[src/rtl/assert_macros.svh]
// assertion macros shared by the sampler rtl
`ifndef ASSERT_MACROS_SVH
`define ASSERT_MACROS_SVH
`ifndef SYNTHESIS
// expression holds at every clock edge outside reset
`define TNSG_ASSERT_ALWAYS(label, clk, rst, expr) \
   label: assert property (@(posedge clk) disable iff (rst) (expr)) \
      else $error("tnsg assertion failed");
// antecedent at one edge implies consequent at the next
`define TNSG_ASSERT_NEXT(label, clk, rst, ante, cons) \
   label: assert property (@(posedge clk) disable iff (rst) (ante) |=> (cons)) \
      else $error("tnsg assertion failed");
`else
`define TNSG_ASSERT_ALWAYS(label, clk, rst, expr)
`define TNSG_ASSERT_NEXT(label, clk, rst, ante, cons)
`endif
`endif

[src/rtl/tnsg_pkg.sv]
// shared types and constants of the nearest texture sampler
`default_nettype none
package tnsg_pkg;

   // field widths
   localparam int COORD_W    = 24;
   localparam int FRAC_W     = 16;
   localparam int FIX_W      = 24;
   localparam int WADDR_W    = 18;
   localparam int BYTE_W     = 8;
   localparam int CHAN_W     = 25;
   localparam int NUM_CHAN   = 3;

   // configuration register widths
   localparam int CFG_SIDE_W = 11;
   localparam int CFG_CH_W   = 3;
   localparam int CFG_REP_W  = 16;
   localparam int CFG_GAIN_W = 16;
   localparam int CSR_DATA_W = 16;
   localparam int CSR_IDX_W  = 3;

   // byte banks of the texture store
   localparam int NUM_BANKS  = 4;
   localparam int BANK_SEL_W = 2;

   // divide by 255 by reciprocal: 65793 / 2^24 is just under 1/255
   localparam int DIV_C      = 255;
   localparam int RECIP_C    = 65793;
   localparam int RECIP_W    = 17;
   localparam int RECIP_SH   = 24;
   localparam int DIV_SQ     = 65025;

   // opcodes
   localparam logic OP_SAMPLE = 1'b0;
   localparam logic OP_WRITE  = 1'b1;

   // register indexes
   localparam logic [CSR_IDX_W-1:0] CSR_TEX_WIDTH     = 3'd0;
   localparam logic [CSR_IDX_W-1:0] CSR_TEX_HEIGHT    = 3'd1;
   localparam logic [CSR_IDX_W-1:0] CSR_CHANNEL_COUNT = 3'd2;
   localparam logic [CSR_IDX_W-1:0] CSR_REPEAT_U      = 3'd3;
   localparam logic [CSR_IDX_W-1:0] CSR_REPEAT_V      = 3'd4;
   localparam logic [CSR_IDX_W-1:0] CSR_GAIN          = 3'd5;

   typedef struct packed {
      logic [CFG_SIDE_W-1:0] tex_width;
      logic [CFG_SIDE_W-1:0] tex_height;
      logic [CFG_CH_W-1:0]   channel_count;
      logic [CFG_REP_W-1:0]  repeat_u;
      logic [CFG_REP_W-1:0]  repeat_v;
      logic [CFG_GAIN_W-1:0] gain;
   } csr_type;

   localparam csr_type CSR_RESET = '{
      tex_width:     11'd256,
      tex_height:    11'd256,
      channel_count: 3'd3,
      repeat_u:      16'd256,
      repeat_v:      16'd256,
      gain:          16'd4096
   };

   typedef struct packed {
      logic               en;
      logic [WADDR_W-1:0] addr;
      logic [BYTE_W-1:0]  data;
   } mem_wr_type;

endpackage
`default_nettype wire

[src/rtl/tnsg_shade.sv]
// channel shading pipeline: scale by gain/255, square, truncate to Q9.16
`default_nettype none
module tnsg_shade (
   input  logic                               clock,
   input  logic                               adv,
   input  logic [tnsg_pkg::CFG_GAIN_W-1:0]    gain,
   input  logic [tnsg_pkg::BYTE_W-1:0]        byte_in,
   output logic [tnsg_pkg::CHAN_W-1:0]        chan
);

   localparam int BW    = tnsg_pkg::BYTE_W;
   localparam int S_W   = BW + tnsg_pkg::CFG_GAIN_W;
   localparam int A_W   = tnsg_pkg::CFG_GAIN_W;
   localparam int PA_W  = S_W + tnsg_pkg::RECIP_W;
   localparam int M_W   = A_W + BW + 1;
   localparam int PM_W  = M_W + tnsg_pkg::RECIP_W;
   localparam int P_W   = M_W - BW;
   localparam int A2_W  = 2 * A_W;
   localparam int SQ_W  = 2 * BW;
   localparam int T_W   = SQ_W + 1;
   localparam int SUM_W = A2_W + 1;
   localparam int SH    = tnsg_pkg::RECIP_SH;
   localparam logic [S_W-1:0]  DIV_S  = S_W'(tnsg_pkg::DIV_C);
   localparam logic [M_W-1:0]  DIV_M  = M_W'(tnsg_pkg::DIV_C);
   localparam logic [T_W-1:0]  DIV_T  = T_W'(tnsg_pkg::DIV_C);
   localparam logic [T_W-1:0]  SQ_LIM = T_W'(tnsg_pkg::DIV_SQ);

   // scaled value s = byte*gain = 255*a + b, s^2 = 65025*(a^2 + p) + 255*q1 + b^2
   // with 2*a*b = 255*p + q1; the tail is below 2*65025 so one compare closes it

   // e1: scaled value
   logic [S_W-1:0] s_ff;

   // e2: first quotient estimate of s/255
   logic [PA_W-1:0] pa;
   logic [A_W-1:0]  a0_ff;
   logic [S_W-1:0]  s2_ff;

   assign pa = PA_W'(s_ff) * PA_W'(tnsg_pkg::RECIP_C);

   // e3: corrected quotient and remainder
   logic [S_W-1:0] rem_a;
   logic [A_W-1:0] a_in;
   logic [BW-1:0]  b_in;
   logic [A_W-1:0] a_ff;
   logic [BW-1:0]  b_ff;

   assign rem_a = s2_ff - S_W'(a0_ff) * DIV_S;

   always_comb begin
      if (rem_a >= DIV_S) begin
         a_in = a0_ff + A_W'(1);
         b_in = BW'(rem_a - DIV_S);
      end else begin
         a_in = a0_ff;
         b_in = BW'(rem_a);
      end
   end

   // e4: cross term and square of the quotient
   logic [M_W-1:0]  m_in;
   logic [M_W-1:0]  m_ff;
   logic [A2_W-1:0] a2_ff;
   logic [BW-1:0]   b4_ff;

   assign m_in = (M_W'(a_ff) * M_W'(b_ff)) << 1;

   // e5: quotient estimate of the cross term, square of the remainder
   logic [PM_W-1:0] pm;
   logic [P_W-1:0]  p0_ff;
   logic [M_W-1:0]  m5_ff;
   logic [A2_W-1:0] a2_5_ff;
   logic [SQ_W-1:0] bsq_ff;

   assign pm = PM_W'(m_ff) * PM_W'(tnsg_pkg::RECIP_C);

   // e6: corrected cross term quotient
   logic [M_W-1:0]  rem_m;
   logic [P_W-1:0]  p_in;
   logic [BW-1:0]   q1_in;
   logic [P_W-1:0]  p_ff;
   logic [BW-1:0]   q1_ff;
   logic [A2_W-1:0] a2_6_ff;
   logic [SQ_W-1:0] bsq6_ff;

   assign rem_m = m5_ff - M_W'(p0_ff) * DIV_M;

   always_comb begin
      if (rem_m >= DIV_M) begin
         p_in  = p0_ff + P_W'(1);
         q1_in = BW'(rem_m - DIV_M);
      end else begin
         p_in  = p0_ff;
         q1_in = BW'(rem_m);
      end
   end

   // e7: final carry from the tail, drop the low byte
   logic [T_W-1:0]    tail;
   logic              corr;
   logic [SUM_W-1:0]  sum;
   logic [tnsg_pkg::CHAN_W-1:0] chan_ff;

   assign tail = T_W'(q1_ff) * DIV_T + T_W'(bsq6_ff);
   assign corr = (tail >= SQ_LIM);
   assign sum  = SUM_W'(a2_6_ff) + SUM_W'(p_ff) + SUM_W'(corr);

   always_ff @(posedge clock) begin
      if (adv) begin
         s_ff    <= S_W'(byte_in) * S_W'(gain);
         a0_ff   <= pa[SH +: A_W];
         s2_ff   <= s_ff;
         a_ff    <= a_in;
         b_ff    <= b_in;
         m_ff    <= m_in;
         a2_ff   <= A2_W'(a_ff) * A2_W'(a_ff);
         b4_ff   <= b_ff;
         p0_ff   <= pm[SH +: P_W];
         m5_ff   <= m_ff;
         a2_5_ff <= a2_ff;
         bsq_ff  <= SQ_W'(b4_ff) * SQ_W'(b4_ff);
         p_ff    <= p_in;
         q1_ff   <= q1_in;
         a2_6_ff <= a2_5_ff;
         bsq6_ff <= bsq_ff;
         chan_ff <= sum[SUM_W-1 -: tnsg_pkg::CHAN_W];
      end
   end

   assign chan = chan_ff;

endmodule
`default_nettype wire

[config.mk]
export PLATFORM = sky130hd
export DESIGN_NAME = tnsg_shade
export DESIGN_NICKNAME = d
export VERILOG_FILES = /design/src/rtl/assert_macros.svh /design/src/rtl/tnsg_pkg.sv /design/src/rtl/tnsg_shade.sv
export SDC_FILE = /design/constraint.sdc
export NUM_CORES = 2
export LEC_CHECK = 0
export BUFFER_PORTS_ARGS = -buffer_cell sky130_fd_sc_hd__buf_2
export CAP_MARGIN = 0
export CORE_MARGIN = 8
export CORE_UTILIZATION = 60
export DETAILED_ROUTE_END_ITERATION = 7
export GPL_TIMING_DRIVEN = 0
export PLACE_DENSITY = 0.76
export SETUP_SLACK_MARGIN = 0.2
export SKIP_LAST_GASP = 1
export SLEW_MARGIN = 20
export SYNTH_ARGS = -nofsm -noshare
export SYNTH_HDL_FRONTEND = slang
export SYNTH_SLANG_ARGS = --single-unit
[constraint.sdc]
create_clock -name clock -period 8.15 [get_ports clock]
set_input_delay 1.2225 -clock clock [delete_from_list [all_inputs] [get_ports clock]]
set_output_delay 1.2225 -clock clock [all_outputs]
set_load 0.05 [all_outputs]
### After elaboration in Yosys (flattened, before gate mapping)

Cells that the tools add are included.

* flip-flop bits (word level): 339
* input port bits: 26
* word-level logic and storage cells: 42
* output and inout bits: 25

* magnitude comparators: 3
* $mul: 9
* multiplexer cells: 4
* add/sub/neg operators: 9

Operator list (count)
* multiplier 24 x 17 -> 40 bit (second input constant): 2
* adder 32 x 17 -> 33 bit: 1
* adder 33 x 1 -> 33 bit: 1
* multiplier 16 x 16 -> 32 bit: 1
* >= comparator 25 x 8 -> 1 bit (second input constant): 1
* multiplier 17 x 8 -> 25 bit (second input constant): 1
* subtractor 25 bit: 1
* >= comparator 24 x 8 -> 1 bit (second input constant): 1
* multiplier 16 x 8 -> 24 bit: 1
* multiplier 16 x 8 -> 24 bit (second input constant): 1
* multiplier 8 x 16 -> 24 bit: 1
* subtractor 24 bit: 1
* adder 16 x 16 -> 17 bit: 1
* adder 17 x 1 -> 17 bit (second input constant): 1
* >= comparator 17 x 16 -> 1 bit (second input constant): 1
* 2-to-1 mux 17 bit: 1
* adder 16 x 1 -> 16 bit (second input constant): 1
* multiplier 8 x 8 -> 16 bit: 1
* multiplier 8 x 8 -> 16 bit (second input constant): 1
* 2-to-1 mux 16 bit: 1
* 2-to-1 mux 8 bit: 2
* subtractor 8 bit (second input constant): 2

### Logic depth before layout (Yosys ltp)

* depth in word-level cells: 4
* depth in mapped cells: 26
* gate-level depth less buffers: 25

### Least setup slack after synthesis

Ideal clock, no wire load.

* path kind: reg2reg
* from: register a_ff[1]
* to: register a2_ff[31], data pin
* path buffers: 2
* clock period less this slack: 6.446 ns
* arrival: 6.186 ns
* data required time: 7.890 ns
* path slack: 1.704 ns
* setup time: 0.260 ns
* stages on the path, launching flop included: 25
* path through: edfxtp_1 clkbuf_1 clkbuf_1 and2_1 fa_1 inv_1 fa_1 inv_1 fa_1 fa_1 inv_1 fa_1 fa_1 inv_1 ha_1 a21o_1 a21o_1 a21oi_1 nor2_1 a221o_1 o311ai_1 o21ai_0 a31o_2 a21oi_1 xnor2_1

* cells in the longest elaborated chain, start to end: 1

RTL lines
* start, declared: RTL line tnsg_shade.sv:45 `logic [A_W-1:0] a_ff;`
* start signal, assigned: RTL line tnsg_shade.sv:113 `a_ff <= a_in;`
* multiplier 16 x 16 -> 32 bit: RTL line tnsg_shade.sv:116 `a2_ff <= A2_W'(a_ff) * A2_W'(a_ff);`
* end signal, assigned: RTL line tnsg_shade.sv:116
* end, declared: RTL line tnsg_shade.sv:63 `logic [A2_W-1:0] a2_ff;`

No other way between the ends.
A chain may end at the register's enable or synchronous reset.

### Worst setup path after layout

* from: register a_ff[6]
* to: register a2_ff[31], data pin

The elaborated chain is that of the path after synthesis.

==> results.sh <==
export IMPL_post_cts_buffers=0
export IMPL_status="completed"
export IMPL_synth_distinct_cells=83
export IMPL_wirelength_mm=79.4
export IMPL_hold_path_cell_count=0
export IMPL_tns_ns=0
export IMPL_instances_no_fill=4836
export IMPL_synth_seq_area_share=0.243
export IMPL_grt_pass1_wl_mm=136
export IMPL_ys_ff_latch=334
export IMPL_ioPinCount=51
export IMPL_startpoint_type="flip-flop"
export IMPL_drive_gt1_frac=0.0410
export IMPL_yosys_area_top_type_share=0.291
export IMPL_drt_iter0_drc=1331
export IMPL_die_w_um=278
export IMPL_drc=0
export IMPL_routed_via_density=5.40
export IMPL_period_share=0.924
export IMPL_hp_start="a2_ff[5]"
export IMPL_syn_area_um2=41300
export IMPL_grt_max_degree=101
export IMPL_fmax_mhz=133
export IMPL_insertion_delay_ns=0.57
export IMPL_design_area_um2=44100
export IMPL_antenna_found_initial=0
export IMPL_grt_ovfl_total=0
export IMPL_grtUsageMet1=0.265
export IMPL_reg2reg_depth=23
export IMPL_cts_buffer_depth=3
export IMPL_antennaDiodeCount=0
export IMPL_arrival_ns=7.83
export IMPL_rows=96
export IMPL_cts_clk_slew_worst_paths_ns=0.06
export IMPL_final_antenna_net_count=0
export IMPL_hold_path_end="a2_5_ff[5]"
export IMPL_start_util=0.604
export IMPL_placed_area_um2=42800
export IMPL_track_usage=0.212
export IMPL_drv_cap=0
export IMPL_syn_area_per_cell_um2=10.8
export IMPL_synth_edf_count=334
export IMPL_final_nets=5117
export IMPL_dp_hpwl_mm=66.2
export IMPL_dpl_worst_slack_ns=0.347
export IMPL_cts_tree="built"
export IMPL_final_hold_viol_count=0
export IMPL_end_kind="flip-flop"
export IMPL_setup_viol=0
export IMPL_final_common_cell="inv_1"
export IMPL_gp_congestion=0.925
export IMPL_wl_per_cell_um=16.4
export IMPL_critPathRequiredTime_ns=8.46
export IMPL_cts_sinks=334
export IMPL_hold_class="flip-flop to flip-flop"
export IMPL_rsz0062_at_grt="false"
export IMPL_layout_setup_ws_ns=0.623
export IMPL_grt_pass1_vias=27900
export IMPL_fin_worst_skew_ns=0.0220
export IMPL_yosys_warnings=0
export IMPL_reg2reg_slack_ns=0.62
export IMPL_ys_flop_type="edfxtp_1"
export IMPL_numCtsBuffers=39
export IMPL_mostFrequentLayoutCells="inv_1 (780), fa_1 (601), ha_1 (567)"
export IMPL_synth_cells=3829
export IMPL_core_um2=68500
export IMPL_htree_levels=2
export IMPL_place_inst=4764
export IMPL_slew_viol_final=0
export IMPL_worstMarginPinSlew_ns=0.736
export IMPL_ys_top_cells_by_area="fa_1 (29%), edfxtp_1 (24%), ha_1 (17%), inv_1 (7.1%), xnor2_1 (3.1%)"
export IMPL_slew_headroom=0.509
export IMPL_period_needed_ns=7.53
export IMPL_worstReg2RegEnd="a2_ff[31]"
export IMPL_met2_usage=0.382
export IMPL_area_growth_pct=6.58
export IMPL_r2r_start="a_ff[6]"
export IMPL_die_area_um2=77600
export IMPL_num_vias=26100
export IMPL_synth_top_area_cell="fa_1"
export IMPL_portBuffers=49
export IMPL_crit_fanout=10
export IMPL_path_class="flip-flop to flip-flop"
export IMPL_ys_async_sr_fraction=0
export IMPL_fp_dieH_um=278
export IMPL_dr_pass1_iters=5
export IMPL_root_buffer="clkbuf_16"
export IMPL_top_usage_layer="met2"
export IMPL_use_met3=0.0258
[synth_stat cells (21+ instances only)]
master	count
a21o_1	55
a21oi_1	126
and2_1	202
clkbuf_1	56
edfxtp_1	334
fa_1	601
ha_1	567
inv_1	780
nand2_1	289
nand2b_1	27
nand3_1	45
nand4_1	21
nor2_1	125
nor2b_1	27
nor3_1	29
o21a_1	31
o21ai_0	75
xnor2_1	147
xor2_1	61
[timing repair]
| action | 4_1_cts | 5_1_grt |
|---|---|---|
| resized for setup | 0 | 20 |
| endpoints found under the setup margin | 0 | 2 |
| hold buffers | 0 | 0 |
[stage by stage]
step | hold slack (ns) | utilization
after floorplan | 0.400 | -
after global placement | 0.400 | 0.624
after detailed placement | 0.405 | 0.625
after CTS | 0.411 | 0.643
after global routing | 0.421 | 0.644
final | 0.410 | 0.644
[flip-flops by register name, summed over array words and instances, names as in the netlist, 15 cells and up]
signal	cells
a2_5_ff	31
a2_6_ff	31
a2_ff	31
chan	25
m5_ff	24
m_ff	24
s2_ff	24
s_ff	24
p0_ff	17
p_ff	17
a0_ff	16
a_ff	16
bsq6_ff	15
bsq_ff	15
[cells by family after synthesis]
group	count (synthesis)	synth area share
flip-flops	334	0.243
XOR/XNOR	208	0.0441
adder cells (fa/ha/maj)	1168	0.463
other	1	0.0000907
AO/OA/AOI/OAI	420	0.0677
AND/OR/NAND/NOR	838	0.102
buffers and inverters	843	0.0770
multiplexers	17	0.00436
[worst max path at each step]
stage	startpoint	end	slack, ns	depth (start not counted)
after floorplan	a_ff[1]	a2_ff[31]	1.70	24
final	a_ff[6]	a2_ff[31]	0.62	23
after global routing	a_ff[6]	a2_ff[31]	0.24	23
after detailed placement	a_ff[1]	a2_ff[31]	0.35	23
after CTS	a_ff[1]	a2_ff[31]	0.33	23
after global placement	a_ff[1]	a2_ff[31]	0.44	23
[layer usage]
| metal | wire (um) | vias up | part of all wire |
|---|---|---|---|
| li1 | - | 12600 | - |
| met1 | 33500 | 12800 | 0.42 |
| met2 | 40000 | 567 | 0.50 |
| met3 | 3280 | 163 | 0.041 |
| met4 | 2630 | 0 | 0.033 |
| met5 | 0 | - | 0 |
[cell type report]
class,instances,area [um2]
Timing Repair Buffer,52,338
Tap cell,882,1100
Inverter,780,2930
Clock inverter,25,235
Buffer,63,269
Multi-Input combinational cell,2653,28100
Clock buffer,47,1030
Sequential cell,334,10000
Fill cell,5309,24400
[worst max-delay path, stage by stage, from the launching register on]
cell      delay, ns
edfxtp_1       0.58
clkbuf_1       0.59
nand2_1        0.24
fa_1           0.55
inv_1          0.06
fa_1           0.51
inv_1          0.06
fa_1           0.53
inv_1          0.05
fa_1           0.48
inv_1          0.05
fa_1           0.46
fa_1           0.50
inv_1          0.04
ha_1           0.33
a21o_1         0.19
a21oi_1        0.29
nor2_1         0.08
a221o_1        0.33
o311ai_1       0.58
o21ai_0        0.25
a31o_2         0.27
a21oi_1        0.16
xnor2_1        0.09
Power is not shown: default switching activity piles up to over one toggle a cycle in this logic, so the estimate is an artifact.
