## config.mk

```make
export PLATFORM = sky130hd
export DESIGN_NAME = tnsg_coord
export DESIGN_NICKNAME = d
export VERILOG_FILES = /design/src/rtl/assert_macros.svh /design/src/rtl/tnsg_pkg.sv /design/src/rtl/tnsg_coord.sv
export SDC_FILE = /design/constraint.sdc
export NUM_CORES = 2
export LEC_CHECK = 0
export BUFFER_PORTS_ARGS = -buffer_cell sky130_fd_sc_hd__buf_4
export CAP_MARGIN = 40
export CORE_MARGIN = 4
export CORE_UTILIZATION = 50
export DETAILED_ROUTE_END_ITERATION = 16
export PLACE_DENSITY = 0.67
export REMOVE_ABC_BUFFERS = 1
export SLEW_MARGIN = 10
export SYNTH_ARGS = -nofsm -noshare
export SYNTH_HDL_FRONTEND = slang
export SYNTH_SLANG_ARGS = --single-unit
```

## constraint.sdc

```tcl
create_clock -name clock -period 10.4 [get_ports clock]
set_input_delay 1.04 -clock clock [delete_from_list [all_inputs] [get_ports clock]]
set_output_delay 1.04 -clock clock [all_outputs]
set_load 0.01 [all_outputs]
```

## src/rtl/assert_macros.svh

```systemverilog
// assertion macros shared by the sampler rtl
`ifndef ASSERT_MACROS_SVH
`define ASSERT_MACROS_SVH
`ifndef SYNTHESIS
// expression holds at every clock edge outside reset
`define TNSG_ASSERT_ALWAYS(label, clk, rst, expr) \
   label: assert property (@(posedge clk) disable iff (rst) (expr)) \
      else $error("tnsg assertion failed");
// antecedent at one edge implies consequent at the next
`define TNSG_ASSERT_NEXT(label, clk, rst, ante, cons) \
   label: assert property (@(posedge clk) disable iff (rst) (ante) |=> (cons)) \
      else $error("tnsg assertion failed");
`else
`define TNSG_ASSERT_ALWAYS(label, clk, rst, expr)
`define TNSG_ASSERT_NEXT(label, clk, rst, ante, cons)
`endif
`endif

```

## src/rtl/tnsg_pkg.sv

```systemverilog
// shared types and constants of the nearest texture sampler
`default_nettype none
package tnsg_pkg;

   // field widths
   localparam int COORD_W    = 24;
   localparam int FRAC_W     = 16;
   localparam int FIX_W      = 24;
   localparam int WADDR_W    = 18;
   localparam int BYTE_W     = 8;
   localparam int CHAN_W     = 25;
   localparam int NUM_CHAN   = 3;

   // configuration register widths
   localparam int CFG_SIDE_W = 11;
   localparam int CFG_CH_W   = 3;
   localparam int CFG_REP_W  = 16;
   localparam int CFG_GAIN_W = 16;
   localparam int CSR_DATA_W = 16;
   localparam int CSR_IDX_W  = 3;

   // byte banks of the texture store
   localparam int NUM_BANKS  = 4;
   localparam int BANK_SEL_W = 2;

   // divide by 255 by reciprocal: 65793 / 2^24 is just under 1/255
   localparam int DIV_C      = 255;
   localparam int RECIP_C    = 65793;
   localparam int RECIP_W    = 17;
   localparam int RECIP_SH   = 24;
   localparam int DIV_SQ     = 65025;

   // opcodes
   localparam logic OP_SAMPLE = 1'b0;
   localparam logic OP_WRITE  = 1'b1;

   // register indexes
   localparam logic [CSR_IDX_W-1:0] CSR_TEX_WIDTH     = 3'd0;
   localparam logic [CSR_IDX_W-1:0] CSR_TEX_HEIGHT    = 3'd1;
   localparam logic [CSR_IDX_W-1:0] CSR_CHANNEL_COUNT = 3'd2;
   localparam logic [CSR_IDX_W-1:0] CSR_REPEAT_U      = 3'd3;
   localparam logic [CSR_IDX_W-1:0] CSR_REPEAT_V      = 3'd4;
   localparam logic [CSR_IDX_W-1:0] CSR_GAIN          = 3'd5;

   typedef struct packed {
      logic [CFG_SIDE_W-1:0] tex_width;
      logic [CFG_SIDE_W-1:0] tex_height;
      logic [CFG_CH_W-1:0]   channel_count;
      logic [CFG_REP_W-1:0]  repeat_u;
      logic [CFG_REP_W-1:0]  repeat_v;
      logic [CFG_GAIN_W-1:0] gain;
   } csr_type;

   localparam csr_type CSR_RESET = '{
      tex_width:     11'd256,
      tex_height:    11'd256,
      channel_count: 3'd3,
      repeat_u:      16'd256,
      repeat_v:      16'd256,
      gain:          16'd4096
   };

   typedef struct packed {
      logic               en;
      logic [WADDR_W-1:0] addr;
      logic [BYTE_W-1:0]  data;
   } mem_wr_type;

endpackage
`default_nettype wire

```

## src/rtl/tnsg_coord.sv

```systemverilog
// coordinate pipeline: wrap, repeat, texel index and byte address
`default_nettype none
module tnsg_coord #(
   parameter int unsigned MAX_SIDE = 1024,
   parameter int          SIDE_W   = 11,
   parameter int          ADDR_W   = 18
) (
   input  logic                                   clock,
   input  logic                                   adv,
   input  tnsg_pkg::csr_type                      csr,
   input  logic signed [tnsg_pkg::COORD_W-1:0]    coord_u,
   input  logic signed [tnsg_pkg::COORD_W-1:0]    coord_v,
   input  logic        [tnsg_pkg::WADDR_W-1:0]    write_addr,
   input  logic        [tnsg_pkg::BYTE_W-1:0]     write_byte,
   output logic        [ADDR_W-1:0]               base,
   output logic        [tnsg_pkg::WADDR_W-1:0]    wr_addr,
   output logic        [tnsg_pkg::BYTE_W-1:0]     wr_byte
);

   localparam int FRAC_W = tnsg_pkg::FRAC_W;
   localparam int FIX_W  = tnsg_pkg::FIX_W;
   localparam int RED_W  = FRAC_W + 1;
   localparam int PRU_W  = RED_W + tnsg_pkg::CFG_REP_W;
   localparam int MU_W   = FIX_W + SIDE_W;
   localparam int MV_W   = FIX_W + 1 + SIDE_W;
   localparam int LIN_W  = 2 * SIDE_W;
   localparam int BP_W   = LIN_W + tnsg_pkg::CFG_CH_W;
   localparam int NCARRY = 4;
   localparam logic [RED_W-1:0] RED_ONE = RED_W'(1) << FRAC_W;
   localparam logic [FIX_W:0]   FIX_ONE = (FIX_W + 1)'(1) << FIX_W;

   // wrap a Q8.16 coordinate into [0,1] as Q1.16
   function automatic logic [RED_W-1:0] reduce_coord(input logic [tnsg_pkg::COORD_W-1:0] c);
      logic [FRAC_W-1:0] frac;
      frac = c[FRAC_W-1:0];
      if (frac != '0) return RED_W'(frac);
      if (!c[tnsg_pkg::COORD_W-1] && (c != '0)) return RED_ONE;
      return '0;
   endfunction

   // clamp a texel index to the side, zero side gives index zero
   function automatic logic [SIDE_W-1:0] clamp_index(input logic [SIDE_W-1:0] k,
                                                     input logic [SIDE_W-1:0] side);
      if (side == '0) return '0;
      if (k >= side) return side - SIDE_W'(1);
      return k;
   endfunction

   logic [SIDE_W-1:0] side_w;
   logic [SIDE_W-1:0] side_h;

   // sides limited to the largest supported texture
   assign side_w = (32'(csr.tex_width) > MAX_SIDE) ? SIDE_W'(MAX_SIDE)
                                                   : SIDE_W'(csr.tex_width);
   assign side_h = (32'(csr.tex_height) > MAX_SIDE) ? SIDE_W'(MAX_SIDE)
                                                    : SIDE_W'(csr.tex_height);

   // stage 1: wrap and repeat, keep the fraction
   logic [PRU_W-1:0] pru;
   logic [PRU_W-1:0] prv;
   logic [FIX_W-1:0] fu_ff;
   logic [FIX_W-1:0] fv_ff;

   assign pru = PRU_W'(reduce_coord(coord_u)) * PRU_W'(csr.repeat_u);
   assign prv = PRU_W'(reduce_coord(coord_v)) * PRU_W'(csr.repeat_v);

   // stage 2: scale by the sides
   logic [MU_W-1:0]   mu;
   logic [MV_W-1:0]   mv;
   logic [FIX_W:0]    fv_flip;
   logic [SIDE_W-1:0] ku_ff;
   logic [SIDE_W-1:0] kv_ff;

   assign fv_flip = FIX_ONE - {1'b0, fv_ff};
   assign mu      = MU_W'(fu_ff) * MU_W'(side_w);
   assign mv      = MV_W'(fv_flip) * MV_W'(side_h);

   // stage 3: clamp and form the texel number
   logic [SIDE_W-1:0] ti;
   logic [SIDE_W-1:0] tj;
   logic [LIN_W-1:0]  lin_in;
   logic [LIN_W-1:0]  lin_ff;

   assign ti     = clamp_index(ku_ff, side_w);
   assign tj     = clamp_index(kv_ff, side_h);
   assign lin_in = LIN_W'(ti) + LIN_W'(side_w) * LIN_W'(tj);

   // stage 4: byte address, wrapped to the store size
   logic [BP_W-1:0]   bp;
   logic [ADDR_W-1:0] base_ff;

   assign bp = BP_W'(csr.channel_count) * BP_W'(lin_ff);

   // write beats ride alongside the address stages
   logic [tnsg_pkg::WADDR_W-1:0] waddr_ff [NCARRY];
   logic [tnsg_pkg::BYTE_W-1:0]  wbyte_ff [NCARRY];

   always_ff @(posedge clock) begin
      if (adv) begin
         fu_ff   <= pru[FIX_W-1:0];
         fv_ff   <= prv[FIX_W-1:0];
         ku_ff   <= mu[FIX_W +: SIDE_W];
         kv_ff   <= mv[FIX_W +: SIDE_W];
         lin_ff  <= lin_in;
         base_ff <= ADDR_W'(bp);
         waddr_ff[0] <= write_addr;
         wbyte_ff[0] <= write_byte;
         for (int k = 1; k < NCARRY; k++) begin
            waddr_ff[k] <= waddr_ff[k-1];
            wbyte_ff[k] <= wbyte_ff[k-1];
         end
      end
   end

   assign base    = base_ff;
   assign wr_addr = waddr_ff[NCARRY-1];
   assign wr_byte = wbyte_ff[NCARRY-1];

endmodule
`default_nettype wire

```

# Word level (Yosys, flattened, before mapping)
# Memories as Yosys holds them, arrays and structs flattened.
# Cells that the tools add are included.
# op_classes
n_addsub	4
mul	6
magnitude_cmp	4
n_mux	32
reduce_logical	10
# op_table
cell	n
2-to-1 mux 17 bit	8
2-to-1 mux 11 bit	10
multiplier 17 x 16 -> 24 bit	2
nonzero test 24 bit	2
multiplier 24 x 11 -> 35 bit	1
multiplier 25 x 11 -> 35 bit	1
nonzero test 16 bit	2
subtractor 25 x 24 -> 25 bit, first input constant	1
adder 11 x 22 -> 22 bit	1
>= comparator 11 bit	2
> comparator 11 bit, second input constant	2
logical NOT 11 bit	2
multiplier 11 x 11 -> 22 bit	1
multiplier 3 x 22 -> 18 bit	1
subtractor 11 x 1 -> 11 bit, second input constant	2
2-to-1 mux 1 bit	14
logical AND 1 bit	2
logical NOT 1 bit	2
# totals
ff_bits	110
mem_bits_rw	104
inputBits	149
out_inout_bits	44
word_cells	64
n_memories	2
# mem_list
name	depth	width	read_ports	rd_ports_with_merged_regs	write_ports	line_no	rtl
waddr_ff	4	18	4	0	4	tnsg_coord.sv:95	logic [tnsg_pkg::WADDR_W-1:0] waddr_ff [NCARRY];
wbyte_ff	4	8	4	0	4	tnsg_coord.sv:96	logic [tnsg_pkg::BYTE_W-1:0] wbyte_ff [NCARRY];

# Logic depth before layout (Yosys ltp)
# logic_depth
ltp_word	9
ltp_mapped	35

# Worst setup path after synthesis
# Ideal clock, no wire load.
# synth_path
kind	input port to flip-flop
from	input csr[61] in the netlist's numbering
to	register lin_ff[16], data pin
setup_time_ns	0.158
t_arrival_ns	8.258
setup_slack_ns	1.984
cell_stages	30
n_path_buf	3
cell_sequence	clkbuf_1 > inv_1 > nand2_1 > inv_1 > clkbuf_1 > ha_1 > nor2b_1 > o21ai_0 > a41oi_1 > a211o_1 > nand2_1 > clkbuf_1 > o21ai_0 > nor2_1 > nand2_1 > fa_1 > inv_1 > fa_1 > fa_1 > fa_1 > inv_1 > fa_1 > inv_1 > ha_1 > and2_1 > a31oi_1 > o21ai_0 > o41ai_1 > or4b_2 > o211ai_1
# synth_via
elab_chain_len	9
word_cells_on_any_way	13
# synth_lines
element	line_no	rtl
start, declared	tnsg_coord.sv:10	input tnsg_pkg::csr_type csr,
> comparator 11 bit	tnsg_coord.sv:55	assign side_h = (32'(csr.tex_height) > MAX_SIDE) ? SIDE_W'(MAX_SIDE)
2-to-1 mux 11 bit *	tnsg_coord.sv:55	
>= comparator 11 bit	tnsg_coord.sv:45	if (k >= side) return side - SIDE_W'(1);
2-to-1 mux 1 bit (2 in a row)	tnsg_coord.sv:45	
2-to-1 mux 11 bit	tnsg_coord.sv:46	return k;
2-to-1 mux 11 bit *	tnsg_coord.sv:45	
multiplier 11 x 11 -> 22 bit *	tnsg_coord.sv:86	assign lin_in = LIN_W'(ti) + LIN_W'(side_w) * LIN_W'(tj);
adder 11 x 22 -> 22 bit *	tnsg_coord.sv:86	
named net lin_in[16]	tnsg_coord.sv:81	logic [LIN_W-1:0] lin_in;
end signal, assigned	tnsg_coord.sv:104	lin_ff <= lin_in;
end, declared	tnsg_coord.sv:82	logic [LIN_W-1:0] lin_ff;
# Mark *: on every way through the listed nets, which the timed path passes. The rest lies on a longest branch. The select of a mux whose other input is x is not followed.
# A chain may end at the register's enable or synchronous reset.

# Final worst setup path
# Ends and elaborated chain as after synthesis.

==> results.json <==
{
  "max_freq_mhz": 113,
  "yosys.area.top_type": "fa_1",
  "synthXorXnorAreaFrac_pct": 3.43,
  "synth_cell_type_count": 72,
  "synthArstFlopShare_pct": 0,
  "vias": 29800,
  "max_slew_margin_pct": 40.7,
  "synth_fa_ha_area_share_pct": 51.0,
  "tightest_slew_ns": 0.886,
  "place_hpwl_um": 76200,
  "h-tree-depth": 1,
  "synth_mux_area_share_pct": 0.0475,
  "path_class": "in2reg",
  "antenna_found_initial": 2,
  "synth_warnings": 0,
  "drc": 0,
  "min_path_type": "reg2reg",
  "synth_edf_count": 210,
  "portBuffers": 176,
  "setup_violations": 0,
  "setup-tns-final_ns": 0,
  "fin_util_pct": 54.2,
  "cts.clk_slew.worst_paths_ns": 0.06,
  "grt_pass1_wl_um": 162000,
  "postCtsResizedCells": 0,
  "cts_made_buffers": 25,
  "worstReg2RegStart": "fv_ff[0]",
  "num_rows": 106,
  "cpMaxStageDelayCell": "or4b_2",
  "fin_crit_ns": 8.88,
  "n_fill_cell": 7547,
  "reg2reg_depth": 28,
  "synth_compound_area_share_pct": 4.33,
  "ys_top_cells_by_area": "fa_1, edfxtp_1, ha_1",
  "status": "finished, final reports clean",
  "drt_pass1_iterations": 6,
  "min_path_cells": 0,
  "r2r-end": "kv_ff[9]",
  "drv_cap": 0,
  "rsz0062_at_grt": "false",
  "start_util_pct": 50.4,
  "die_h_um": 298,
  "min-delay-start": "wbyte_ff[2][3]",
  "synth-seq-cells": 210,
  "drt-initial-drc-count": 1445,
  "critical_path_peak_fanout": 38,
  "end_kind": "flip-flop",
  "syn_to_final_growth_pct": 7.53,
  "synthCells": 4485,
  "drv_slew": 0,
  "stdcell_count": 5634,
  "dp_cells": 5588,
  "grt_overflow": 0,
  "ys_seq_area_share_pct": 15.0,
  "avgViaCountPerCell": 5.28,
  "drt-total-wl_um": 96100,
  "clk_latency_ns": 0.58,
  "design.core.area_um2": 83600,
  "gp_congestion": 0.879,
  "ant_nets": 0,
  "critPathMostFrequentCell": "fa_1",
  "synth_top_family_by_area": "adder cells",
  "synth_area_per_cell_um2": 9.39,
  "holdPathEnd": "wbyte_ff[3][3]",
  "synth-simple-area-share_pct": 16.1,
  "track_usage_pct": 22.3,
  "drive_gt1_share_pct": 6.61,
  "syn_area_um2": 42100,
  "die_w_um": 298,
  "slowest_delay_ns": 0.64,
  "worstPathRequired_ns": 10.83,
  "io_pins": 193,
  "cts_tree": "yes",
  "die-area_um2": 88900,
  "critical_path_arrival_ns": 9.30,
  "ctsLongestPathBuffers": 3,
  "root_buffer": "clkbuf_16",
  "layout.nets": 5890,
  "grt_pass1_vias": 31900,
  "clock_skew_ns": 0.0119,
  "hold_buffers": 0,
  "grt_max_degree": 72,
  "clock_sinks": 210,
  "wire_per_inst_um": 17.1,
  "post_cts.repair.setup_buffers": 0,
  "finalCritPeriodShare_pct": 85.3,
  "reg2reg_slack_ns": 2.20,
  "synth_top_area_share_pct": 40.4,
  "hold_viol": 0,
  "synthFlopType": "edfxtp_1",
  "cp-start-kind": "primary input"
}
## critical path, delay by kind of cell
kind	cells	cell delay (ns)
AND/OR/NAND/NOR	7	2.15
buffers and inverters	6	1.04
AO/OA/AOI/OAI	8	1.88
adder cells (fa/ha/maj)	7	3.16
## layer usage
metal	wire, µm	global-route usage, %
met5	12	0
met3	5810	2.46
met4	3140	6.71
met1	40000	30.0
met2	47200	38.4
## cell families after synthesis
| logic type | after synthesis |
|---|---|
| buf+inv | 1133 |
| mux | 2 |
| simple gates | 1493 |
| compound gates | 276 |
| flops | 210 |
| xor+xnor | 165 |
| fa+ha+maj | 1206 |
## worst max-delay path by stage
stage	slack (ns)	end	startpoint
after global routing	0.99	lin_ff[16]	csr[61]
final	1.52	lin_ff[16]	csr[61]
after detailed placement	1.02	lin_ff[16]	csr[61]
after global placement	1.15	lin_ff[16]	csr[61]
after CTS	1.61	lin_ff[16]	csr[61]
after floorplan	1.60	lin_ff[16]	csr[52]
## flip-flops by register name, indices dropped and copies added (netlist names)
signal,cells
waddr_ff,72
wbyte_ff,32
fu_ff,24
fv_ff,24
base,18
lin_ff,18
ku_ff,11
kv_ff,11
## placed cells by master, fill, tap and decap left out, types with 11 or more instances in the layout
master | netlist | routed
inv_1 | 926 | 926
nand2_1 | 852 | 852
fa_1 | 850 | 850
ha_1 | 356 | 356
and2_1 | 249 | 249
buf_4 | 0 | 217
edfxtp_1 | 210 | 210
nor2_1 | 170 | 170
xnor2_1 | 124 | 124
a21oi_1 | 64 | 64
o21ai_0 | 54 | 54
nor3_1 | 49 | 49
xor2_1 | 41 | 41
a21o_1 | 40 | 40
o21a_1 | 25 | 25
clkbuf_16 | 0 | 25
nand3_1 | 23 | 23
nor4_1 | 22 | 22
nor2b_1 | 30 | 16
and3_1 | 16 | 16
or3_1 | 15 | 15
nand2b_1 | 15 | 15
nor2b_2 | 0 | 14
a211oi_1 | 13 | 13
o211ai_1 | 11 | 11
## cell type report
class                      instances  area (µm²)  area share, %
inverter                         937        3520           7.77
clock buffer                      27         633           1.40
antenna                            1        2.50        0.00553
clock inverter                    18         228          0.503
timing repair buffer             219        1670           3.69
sequential                       210        6310           13.9
tap                             1080        1350           2.98
multi-input combinational       3142       31600           69.7
## per-stage QoR
stage / setup WS, ns / hold slack [ns] / instance area, µm²
floorplan: 1.60 / 0.400 / 41400
global placement: 1.15 / 0.400 / 44300
detailed placement: 1.02 / 0.405 / 44400
CTS: 1.61 / 0.415 / 45300
global route: 0.990 / 0.418 / 45300
finish: 1.52 / 0.413 / 45300
## synthesized netlist by cell type, types with 3 or more instances
cell and count:
a2111oi_0 3, nor2_1 170, nand3_1 23, o31ai_1 3
o2111ai_1 5, xor2_1 41, clkbuf_1 185, or2_2 9
nand2b_1 15, a21o_1 40, fa_1 850, a211oi_1 13
buf_1 7, a31oi_1 9, buf_2 3, a31o_2 4
nor3b_1 3, nor3_1 49, nand4_1 8, o21a_1 25
clkinv_1 9, a21oi_1 64, o41ai_1 5, nor4_1 22
and2_1 249, and4_1 5, nand2_1 852, inv_1 926
nor2b_1 30, edfxtp_1 210, xnor2_1 124, o21ai_0 54
o311ai_0 3, or4_1 10, o21bai_1 10, o211ai_1 11
o211a_1 3, ha_1 356, and3_1 16, or3_1 15
a211o_1 6
Power is left out: the tool's default activity adds up to more than one toggle a clock period on the data nets, which glitch-free logic cannot reach.
